File: config.mk
export PLATFORM = sky130hd
export DESIGN_NAME = rgb_to_hsv_pixel_converter
export DESIGN_NICKNAME = d
export VERILOG_FILES = /design/src/rtl/rgbhsv_pkg.sv /design/src/rtl/rgb_to_hsv_pixel_converter.sv
export SDC_FILE = /design/constraint.sdc
export NUM_CORES = 2
export LEC_CHECK = 0
export BUFFER_PORTS_ARGS = -buffer_cell sky130_fd_sc_hd__buf_2
export CORE_UTILIZATION = 60
export CTS_BUF_LIST = sky130_fd_sc_hd__clkbuf_8
export CTS_CLUSTER_SIZE = 20
export DETAILED_ROUTE_END_ITERATION = 8
export PLACE_DENSITY = 0.74
export SETUP_SLACK_MARGIN = 0.05
export SYNTH_ARGS = -nofsm -noshare
export SYNTH_HDL_FRONTEND = slang
export SYNTH_SLANG_ARGS = --single-unit
File: constraint.sdc
create_clock -name clk -period 7.5 [get_ports clk]
set_clock_uncertainty 0.05 [all_clocks]
set_input_delay 1.5 -clock clk [delete_from_list [all_inputs] [get_ports clk]]
set_output_delay 1.5 -clock clk [all_outputs]
set_load 0.1 [all_outputs]
File: src/rtl/rgbhsv_pkg.sv
`default_nettype none

package rgbhsv_pkg;

	// Default channel width of one RGB component.
	localparam int unsigned CHANNEL_BITS_DEF = 8;

	// Hue and saturation are both 16-bit unsigned fractions.
	localparam int unsigned QUOT_BITS = 16;

endpackage

`default_nettype wire

File: src/rtl/rgb_to_hsv_pixel_converter.sv
`default_nettype none

// RGB to HSV pixel converter. Takes one pixel per beat on the pix channel
// (red, green, blue, CHANNEL_BITS each, all-ones = 1.0) and returns one beat
// on the hsv channel: hue as an unsigned Q0.16 fraction of a full turn,
// saturation as floor(65535 * (max - min) / max), brightness equal to the
// largest channel. A grey pixel gets hue 0, a black pixel saturation 0.
// Throughput is one pixel per clock with no gaps while hsv_stall is low.
// One stage picks max/min and the hue sector, one stage forms the two
// dividends and divisors, and the two divisions then run side by side
// through 16 radix-2 restoring stages, one quotient bit per stage. Every
// stage holds a valid bit and loads whenever it is empty or its successor
// moves, so bubbles collapse and the pix side keeps accepting while a
// finished result waits on hsv_stall, until the pipe is full.
module rgb_to_hsv_pixel_converter
	import rgbhsv_pkg::*;
#(
	parameter int unsigned CHANNEL_BITS = CHANNEL_BITS_DEF
) (
	input  wire                     clk,
	input  wire                     arst_n,

	input  wire                     pix_valid,
	output logic                    pix_stall,
	input  wire  [CHANNEL_BITS-1:0] red,
	input  wire  [CHANNEL_BITS-1:0] green,
	input  wire  [CHANNEL_BITS-1:0] blue,

	output logic                    hsv_valid,
	input  wire                     hsv_stall,
	output logic [QUOT_BITS-1:0]    hue,
	output logic [QUOT_BITS-1:0]    saturation,
	output logic [CHANNEL_BITS-1:0] brightness
);

	localparam int unsigned CB  = CHANNEL_BITS;
	localparam int unsigned QB  = QUOT_BITS;
	// 6*d needs three more bits than a channel.
	localparam int unsigned HDW = CB + 3;

	// ------------------------------------------------------------------
	// Handshake: per-stage load enables, bubble collapsing.
	// ld_d[k] loads divider stage k; index 0 is the dividend setup stage.
	// ------------------------------------------------------------------
	logic          v_s1;
	logic [QB:0]   v_d;
	logic [QB:0]   ld_d;
	logic          ld_s1;

	always_comb begin
		ld_d[QB] = !v_d[QB] || !hsv_stall;
		for (int k = QB - 1; k >= 0; k--) begin
			ld_d[k] = !v_d[k] || ld_d[k+1];
		end
		ld_s1 = !v_s1 || ld_d[0];
	end

	assign pix_stall = !ld_s1;

	// ------------------------------------------------------------------
	// Stage 1: max, min, sector.
	// ------------------------------------------------------------------
	logic [CB-1:0] r_s1, g_s1, b_s1, mx_s1, mn_s1;
	logic          red_max_s1, grn_max_s1;

	logic          red_max_c, grn_max_c;
	logic [CB-1:0] mx_c, mn_c, mn_rg_c;

	always_comb begin
		// red wins ties, then green
		red_max_c = (red >= green) && (red >= blue);
		grn_max_c = !red_max_c && (green >= blue);
		if (red_max_c) begin
			mx_c = red;
		end else if (grn_max_c) begin
			mx_c = green;
		end else begin
			mx_c = blue;
		end
		mn_rg_c = (green < red) ? green : red;
		mn_c    = (blue < mn_rg_c) ? blue : mn_rg_c;
	end

	always_ff @(posedge clk or negedge arst_n) begin
		if (!arst_n) begin
			v_s1 <= 1'b0;
		end else if (ld_s1) begin
			v_s1 <= pix_valid;
		end
	end

	always_ff @(posedge clk) begin
		if (ld_s1 && pix_valid) begin
			r_s1       <= red;
			g_s1       <= green;
			b_s1       <= blue;
			mx_s1      <= mx_c;
			mn_s1      <= mn_c;
			red_max_s1 <= red_max_c;
			grn_max_s1 <= grn_max_c;
		end
	end

	// ------------------------------------------------------------------
	// Divider pipeline registers. Index 0 is the setup stage (stage 2),
	// index k+1 holds the state after quotient bit k.
	// ------------------------------------------------------------------
	logic [HDW-1:0] hrem_s [QB+1];
	logic [HDW-1:0] hdiv_s [QB+1];
	logic [CB-1:0]  srem_s [QB+1];
	logic [CB-1:0]  sdiv_s [QB+1];
	logic [QB-1:0]  slow_s [QB+1];
	logic [QB-1:0]  hq_s   [QB+1];
	logic [QB-1:0]  sq_s   [QB+1];
	logic [CB-1:0]  br_s   [QB+1];

	// ------------------------------------------------------------------
	// Stage 2: dividends and divisors.
	// Hue numerator is kept below 6d, so modular HDW-bit math is exact.
	// Saturation dividend 65535*d = (d << 16) - d; its top CB bits are
	// already below max, so 16 quotient bits suffice.
	// ------------------------------------------------------------------
	logic [CB-1:0]    d_c;
	logic [HDW-1:0]   d6_c, base_c, term_c, num_c;
	logic [CB+QB-1:0] sdvd_c;

	always_comb begin
		d_c  = mx_s1 - mn_s1;
		d6_c = {1'b0, d_c, 2'b00} + {2'b00, d_c, 1'b0};
		if (red_max_s1) begin
			base_c = (g_s1 >= b_s1) ? '0 : d6_c;
			term_c = HDW'(g_s1) - HDW'(b_s1);
		end else if (grn_max_s1) begin
			base_c = {2'b00, d_c, 1'b0};
			term_c = HDW'(b_s1) - HDW'(r_s1);
		end else begin
			base_c = {1'b0, d_c, 2'b00};
			term_c = HDW'(r_s1) - HDW'(g_s1);
		end
		num_c  = base_c + term_c;
		sdvd_c = {d_c, {QB{1'b0}}} - (CB + QB)'(d_c);
	end

	always_ff @(posedge clk or negedge arst_n) begin
		if (!arst_n) begin
			v_d[0] <= 1'b0;
		end else if (ld_d[0]) begin
			v_d[0] <= v_s1;
		end
	end

	always_ff @(posedge clk) begin
		if (ld_d[0] && v_s1) begin
			// grey: numerator is zero, divisor forced to 1 gives hue 0
			hrem_s[0] <= num_c;
			hdiv_s[0] <= (d_c == '0) ? HDW'(1) : d6_c;
			srem_s[0] <= sdvd_c[CB+QB-1:QB];
			sdiv_s[0] <= (mx_s1 == '0) ? CB'(1) : mx_s1;
			slow_s[0] <= sdvd_c[QB-1:0];
			hq_s[0]   <= '0;
			sq_s[0]   <= '0;
			br_s[0]   <= mx_s1;
		end
	end

	// ------------------------------------------------------------------
	// Restoring division, one quotient bit per stage for both quotients.
	// ------------------------------------------------------------------
	for (genvar k = 0; k < QB; k++) begin : g_div
		logic [HDW:0]   ht;
		logic [CB:0]    st;
		logic           hge, sge;
		logic [HDW-1:0] hrem_n;
		logic [CB-1:0]  srem_n;

		always_comb begin
			ht     = {hrem_s[k], 1'b0};
			hge    = ht >= {1'b0, hdiv_s[k]};
			hrem_n = hge ? HDW'(ht - {1'b0, hdiv_s[k]}) : ht[HDW-1:0];
			st     = {srem_s[k], slow_s[k][QB-1]};
			sge    = st >= {1'b0, sdiv_s[k]};
			srem_n = sge ? CB'(st - {1'b0, sdiv_s[k]}) : st[CB-1:0];
		end

		always_ff @(posedge clk or negedge arst_n) begin
			if (!arst_n) begin
				v_d[k+1] <= 1'b0;
			end else if (ld_d[k+1]) begin
				v_d[k+1] <= v_d[k];
			end
		end

		always_ff @(posedge clk) begin
			if (ld_d[k+1] && v_d[k]) begin
				hrem_s[k+1] <= hrem_n;
				hdiv_s[k+1] <= hdiv_s[k];
				srem_s[k+1] <= srem_n;
				sdiv_s[k+1] <= sdiv_s[k];
				slow_s[k+1] <= {slow_s[k][QB-2:0], 1'b0};
				hq_s[k+1]   <= {hq_s[k][QB-2:0], hge};
				sq_s[k+1]   <= {sq_s[k][QB-2:0], sge};
				br_s[k+1]   <= br_s[k];
			end
		end
	end

	// ------------------------------------------------------------------
	// Result beat straight from the last divider stage.
	// ------------------------------------------------------------------
	assign hsv_valid  = v_d[QB];
	assign hue        = hq_s[QB];
	assign saturation = sq_s[QB];
	assign brightness = br_s[QB];

	// ------------------------------------------------------------------
	// Checks
	// ------------------------------------------------------------------
	// a black pixel carries neither saturation nor hue
	a_black_pixel : assert property (@(posedge clk) disable iff (!arst_n)
		hsv_valid && (brightness == '0) |-> (saturation == '0) && (hue == '0))
		else $error("black pixel with nonzero hue or saturation");

	// input only held off while stage 1 and the setup stage are both occupied
	a_stall_full : assert property (@(posedge clk) disable iff (!arst_n)
		pix_stall |-> v_s1 && v_d[0])
		else $error("input stalled with room in the pipe");

	// a taken result followed by a bubble leaves the output empty
	a_bubble : assert property (@(posedge clk) disable iff (!arst_n)
		hsv_valid && !hsv_stall && !v_d[QB-1] |=> !hsv_valid)
		else $error("result repeated after it was taken");

	// an empty last stage always loads
	a_drain : assert property (@(posedge clk) disable iff (!arst_n)
		!v_d[QB] && v_d[QB-1] |=> hsv_valid)
		else $error("result lost between last two stages");

endmodule

`default_nettype wire

=== After elaboration in Yosys (flattened, before gate mapping) ===
Memories as Yosys holds them, arrays and structs flattened.
Index checks and enable logic that the tools add are counted.

* Register bits after elaboration: 60
* Bits in latches: 0
* Memory bits (writable): 1598
* Memory bits (read-only): 0
* Input port bits: 28
* Output and inout bits: 42
* Logic and storage cells: 248
* Memories kept: 8

* Add/subtract/negate cells: 39
* $mul: 0
* Div/mod/pow operators: 0
* Magnitude comparators: 38
* Equality and inequality tests: 0
* Shift operators: 0
* Mux-type cells: 77
* Bitwise gates (word level): 0
* Reduce and logical (&&, ||, !) cells: 61

{| class="wikitable"
|+ Memory list
! name !! words !! bits a word !! read ports !! clocked after memory_dff !! write ports !! RTL line !! RTL
|-
| hq_s || 17 || 16 || 17 || 0 || 17 || rgb_to_hsv_pixel_converter.sv:113 || <nowiki>logic [QB-1:0] hq_s [QB+1];</nowiki>
|-
| slow_s || 17 || 16 || 16 || 0 || 17 || rgb_to_hsv_pixel_converter.sv:112 || <nowiki>logic [QB-1:0] slow_s [QB+1];</nowiki>
|-
| sq_s || 17 || 16 || 17 || 0 || 17 || rgb_to_hsv_pixel_converter.sv:114 || <nowiki>logic [QB-1:0] sq_s [QB+1];</nowiki>
|-
| hdiv_s || 17 || 11 || 16 || 0 || 17 || rgb_to_hsv_pixel_converter.sv:109 || <nowiki>logic [HDW-1:0] hdiv_s [QB+1];</nowiki>
|-
| hrem_s || 17 || 11 || 16 || 0 || 17 || rgb_to_hsv_pixel_converter.sv:108 || <nowiki>logic [HDW-1:0] hrem_s [QB+1];</nowiki>
|-
| br_s || 17 || 8 || 17 || 0 || 17 || rgb_to_hsv_pixel_converter.sv:115 || <nowiki>logic [CB-1:0] br_s [QB+1];</nowiki>
|-
| 2 more memories || n/a || n/a || n/a || n/a || n/a || n/a ||
|}

{| class="wikitable"
|+ Operators by type and width
! cell !! count
|-
| 2-to-1 mux 11 bit || 21
|-
| greater-or-equal comparator 12 x 11 -> 1 bit || 16
|-
| subtractor 11 bit || 16
|-
| 2-to-1 mux 8 bit || 21
|-
| greater-or-equal comparator 9 x 8 -> 1 bit || 16
|-
| subtractor 8 bit || 17
|-
| 2-to-1 mux 1 bit || 34
|-
| greater-or-equal comparator 8 bit || 4
|-
| subtractor 8 x 8 -> 9 bit || 3
|-
| subtractor 24 x 8 -> 24 bit || 1
|-
| zero test 1 bit || 21
|-
| logical AND 1 bit || 20
|-
| logical OR 1 bit || 18
|-
| zero test 8 bit || 2
|-
| less-than comparator 8 bit || 2
|-
| adder 10 x 9 -> 11 bit || 1
|-
| adder 11 bit || 1
|-
| 2-to-1 mux 10 bit || 1
|}

=== Depth between registers and ports, before layout ===
* Depth in word-level cells: 21
* Mapped depth: 21
* Depth with buffers taken out: 21

=== Worst setup path before layout ===
Ideal clock, no wire load.

* Path kind: input -> register
* Start point: in hsv_stall
* End point: mem br_s[0][56] (netlist name) (enable)
* Library setup time: 0.602 ns
* Data arrival time: 7.298 ns
* Data required time: 6.848 ns
* Setup slack: -0.450 ns
* Cell stages on the path: 5
* Buffers on the path: 0
* Cells stage by stage: and4_1 and2_1 and3_1 and3_1 a21boi_0

{| class="wikitable"
|+ RTL lines
! element !! RTL line !! RTL
|-
| start: declaration || rgb_to_hsv_pixel_converter.sv:30 || <nowiki>input wire hsv_stall,</nowiki>
|-
| end: declaration || rgb_to_hsv_pixel_converter.sv:115 ||
|}

=== Final worst setup path ===
* Start point: in hsv_stall
* End point: out pix_stall

* Cells in the longest elaborated chain, start to end: 20

{| class="wikitable"
|+ RTL lines
! element !! RTL line !! RTL
|-
| zero test 1 bit || rgb_to_hsv_pixel_converter.sv:51 || <nowiki>ld_d[QB] = !v_d[QB] || !hsv_stall;</nowiki>
|-
| logical OR 1 bit || rgb_to_hsv_pixel_converter.sv:51 ||
|-
| logical OR 1 bit (16 in a row) || rgb_to_hsv_pixel_converter.sv:53 || <nowiki>ld_d[k] = !v_d[k] || ld_d[k+1];</nowiki>
|-
| logical OR 1 bit || rgb_to_hsv_pixel_converter.sv:55 || <nowiki>ld_s1 = !v_s1 || ld_d[0];</nowiki>
|-
| zero test 1 bit || rgb_to_hsv_pixel_converter.sv:58 || <nowiki>assign pix_stall = !ld_s1;</nowiki>
|-
| end: declaration || rgb_to_hsv_pixel_converter.sv:24 || <nowiki>output logic pix_stall,</nowiki>
|}

No other way between the ends.

==> impl_metrics.yaml <==
status:
  run_status: "finished clean"
power_and_ir_drop:
  power_density_mw_per_mm2: 397.8
  p_leak_uw: 0.02442
  ir_drop_v: 0.0001892
clock_network:
  h-tree-depth: 4
  numCtsBuffers: 187
  cts.repair.resized: 0
  cts_tree: "built"
  post_cts_buffers: 0
  insertion_delay_ps: 830
  hold_buffers: 0
  clock_sinks: 1208
  clk_path_buf_depth: 3
  clkSlewWorstSetupHoldPaths_ps: 60
  cts_root_buf: "clkbuf_8"
yosys:
  syn_area_per_cell_um2: 13.78
  synth_nets: 4563
  syn-cell-area_mm2: 0.05664
  ys_seq_area_share_pct: 63.88
  synth_warnings: 0
  synth_edf_count: 1190
  async_flop_share_pct: 1.490
  yosys.cell_types.count: 74
  synth_cells: 4111
  ys_seq_elements: 1208
  ys.flop_type: "edfxtp_1"
sta:
  period_needed_ps: 5672
  finalHoldViolations: 0
  fin_crit_sh_pct: 75.62
  finalSetupTns_ps: 0
  slew-limit-headroom_pct: 9.943
  max_freq_mhz: 176.3
  tightest_slew_ps: 1351
  whs_ps: 349.9
  setup_viol: 0
  rsz0062_at_grt: "false"
  slew_violations: 0
critical_path:
  cp_max_fo: 6
  worstPathArrival_ps: 4120
  start_kind: "primary input"
  cp_slowest_stage_delay_ps: 530
  worstSetupPathType: "in -> out"
  worstSetupEndpointType: "output port"
  cp_num_buf_inv: 3
  crit_family: "simple AND/OR/NAND/NOR gates"
  cp.required_ps: 5950
  crit_slowest_cell: "nor3_1"
  worstPathCellList: "buf_2 -> and4_1 -> nand4_1 -> nor3_1 -> and3_1 -> and2_4 -> nand4_1 -> or2_2 -> inv_1 -> buf_2"
floorplanning:
  die_area_mm2: 0.09564
  floorplan.rows: 112
  design.core.area_mm2: 0.09347
  num_io_pins: 70
  die_w_um: 309.3
  start_util_pct: 60.60
  dieHeight_um: 309.3
layout:
  finalNonFillerCells: 5725
  nets: 4769
  stdcell_area_mm2: 0.06184
  utilization_pct: 66.17
  syn_to_final_growth_pct: 9.182
  drive_above_1_share_pct: 12.48
global_routing:
  antenna_found_initial: 1
  grt_pass1_wl_mm: 144.8
  gr-usage-all-layers_pct: 18.86
  grt.overflow.total: 0
  grt_pass1_vias: 30940
  grt_max_degree: 70
route:
  drc_errors: 0
  wl_met1_mm: 36.00
  antenna_left: 0
  routedWlPerCell_um: 15.34
  first_pass_iters: 5
  maxUsedRoutingLayer: "met4"
  drt_wl_total_mm: 87.84
  drt_iter0_markers: 1474
  routed-via-count: 30670
  viasPerCell: 5.357
  dr_wl_met3_mm: 3.175
  dr_wl_met2_mm: 45.98
place:
  dp_hpwl_mm: 63.80
  gp_congestion: 0.8868
  port_buffers: 69
  placed_area_mm2: 0.05841
  dp.cells: 5382
worst_hold_path:
  hp-class: "reg -> reg"
job:
  maxCapViolations: 0
flip-flops by register name, summed over array words and instances, names as in the netlist, 8 cells and up:
| register | flops |
|---|---|
| v_d | 16 |
| slow_s | 132 |
| r_s1 | 8 |
| br_s | 136 |
| mx_s1 | 8 |
| b_s1 | 8 |
| hq_s | 136 |
| hdiv_s | 176 |
| hrem_s | 176 |
| srem_s | 128 |
| g_s1 | 8 |
| sdiv_s | 128 |
| mn_s1 | 8 |
| sq_s | 136 |
through the flow:
step / total power [µW] / setup WS, ps
2_1_floorplan: 17880 / 1375
3_3_place_gp: 19440 / 1907
3_5_place_dp: 19720 / 1849
4_1_cts: 24820 / 1822
5_1_grt: 26270 / 1632
6_report: 24600 / 1828
report_power, final:
| group | internal [µW] | switching (µW) | leakage, µW | total, µW |
|---|---|---|---|---|
| clock network | 2530 | 2460 | 0.00198 | 4990 |
| registers | 9910 | 687 | 0.0117 | 10600 |
| logic | 3930 | 5090 | 0.0107 | 9020 |
layout by cell type, fill, tap and decap left out, types with 54 or more instances in the layout:
cell / count
nor2_1: 188
clkbuf_8: 188
xnor2_1: 136
mux2i_1: 76
nand2_1: 155
a21boi_0: 55
buf_2: 69
nor2b_1: 97
nor3_1: 99
edfxtp_1: 1190
inv_1: 594
mux2_2: 157
nand4_1: 72
a21oi_1: 145
ha_1: 388
o21ai_0: 151
clkinv_1: 54
worst reg2reg max path, stage by stage (launching register included):
cell	delay, ps
edfxtp_1	430
ha_1	390
or2_2	300
o31a_1	110
xor2_1	560
ha_1	390
a21oi_1	370
xnor2_1	210
and3_1	180
a21oi_1	40
o22ai_1	240
ha_1	320
nand2_1	80
o21ai_0	110
o41ai_1	440
o21ai_0	210
xnor2_1	170
xnor2_1	130
cell type report:
cell class	count	area [µm²]
Clock inverter	154	847.1
Fill cell	6524	31630
Tap cell	1254	1569
Inverter	537	2016
Multi-Input combinational cell	2292	18130
Antenna cell	1	2.502
Clock buffer	188	2587
Timing Repair Buffer	91	510.5
Sequential cell	1208	36180
cells by family after synthesis:
| logic type | synth area share (%) |
|---|---|
| muxes | 4.464 |
| AOI/OAI and AO/OA | 7.340 |
| buffers and inverters | 4.329 |
| adders and majority gates | 9.863 |
| and+or+nand+nor | 7.276 |
| xor gates and xnor gates | 2.845 |
| DFF | 63.88 |
cell usage after synthesis (35+ instances only):
cell type     n  area share (%)
a21boi_0     58            0.77
a21o_1       46            0.61
a21oi_1     145             1.3
buf_4        35            0.46
edfxtp_1   1190              63
fa_1         36             1.3
ha_1        388             8.6
inv_1       532             3.5
mux2_2      157             3.1
mux2i_1      76             1.3
nand2_1     155             1.0
nand2b_1     40            0.44
nand3_1      45            0.40
nand4_1      72            0.80
nor2_1      189             1.3
nor2b_1     101             1.1
nor3_1       99            0.87
o21a_1       47            0.62
o21ai_0     151             1.3
xnor2_1     136             2.1
xor2_1       48            0.74
final timing paths:
kind | startpoint | to | slack [ps] | cells past startpoint
max reg2reg | mx_s1[2]$_DFFE_PP_ | hrem_s[0][10]$_DFFE_PP_ | 2500 | 17
min in group asynchronous | arst_n | v_d[9]$_DFFE_PN0P_ | 540 | 1
max | hsv_stall | pix_stall | 1830 | 10
max in group asynchronous | arst_n | v_d[1]$_DFFE_PN0P_ | 6550 | 1
min reg2reg | br_s[0][46]$_DFFE_PP_ | br_s[0][54]$_DFFE_PP_ | 350 | 0
min | br_s[0][46]$_DFFE_PP_ | br_s[0][54]$_DFFE_PP_ | 350 | 0
routing by layer:
layer  global-route usage, %  up-vias
met5                       0        -
met4                   8.070        0
met3                   3.538      194
met2                   34.60      504
met1                   21.38    14580
li1                        -    15390
No activity file was read; power rests on OpenSTA's default activity.
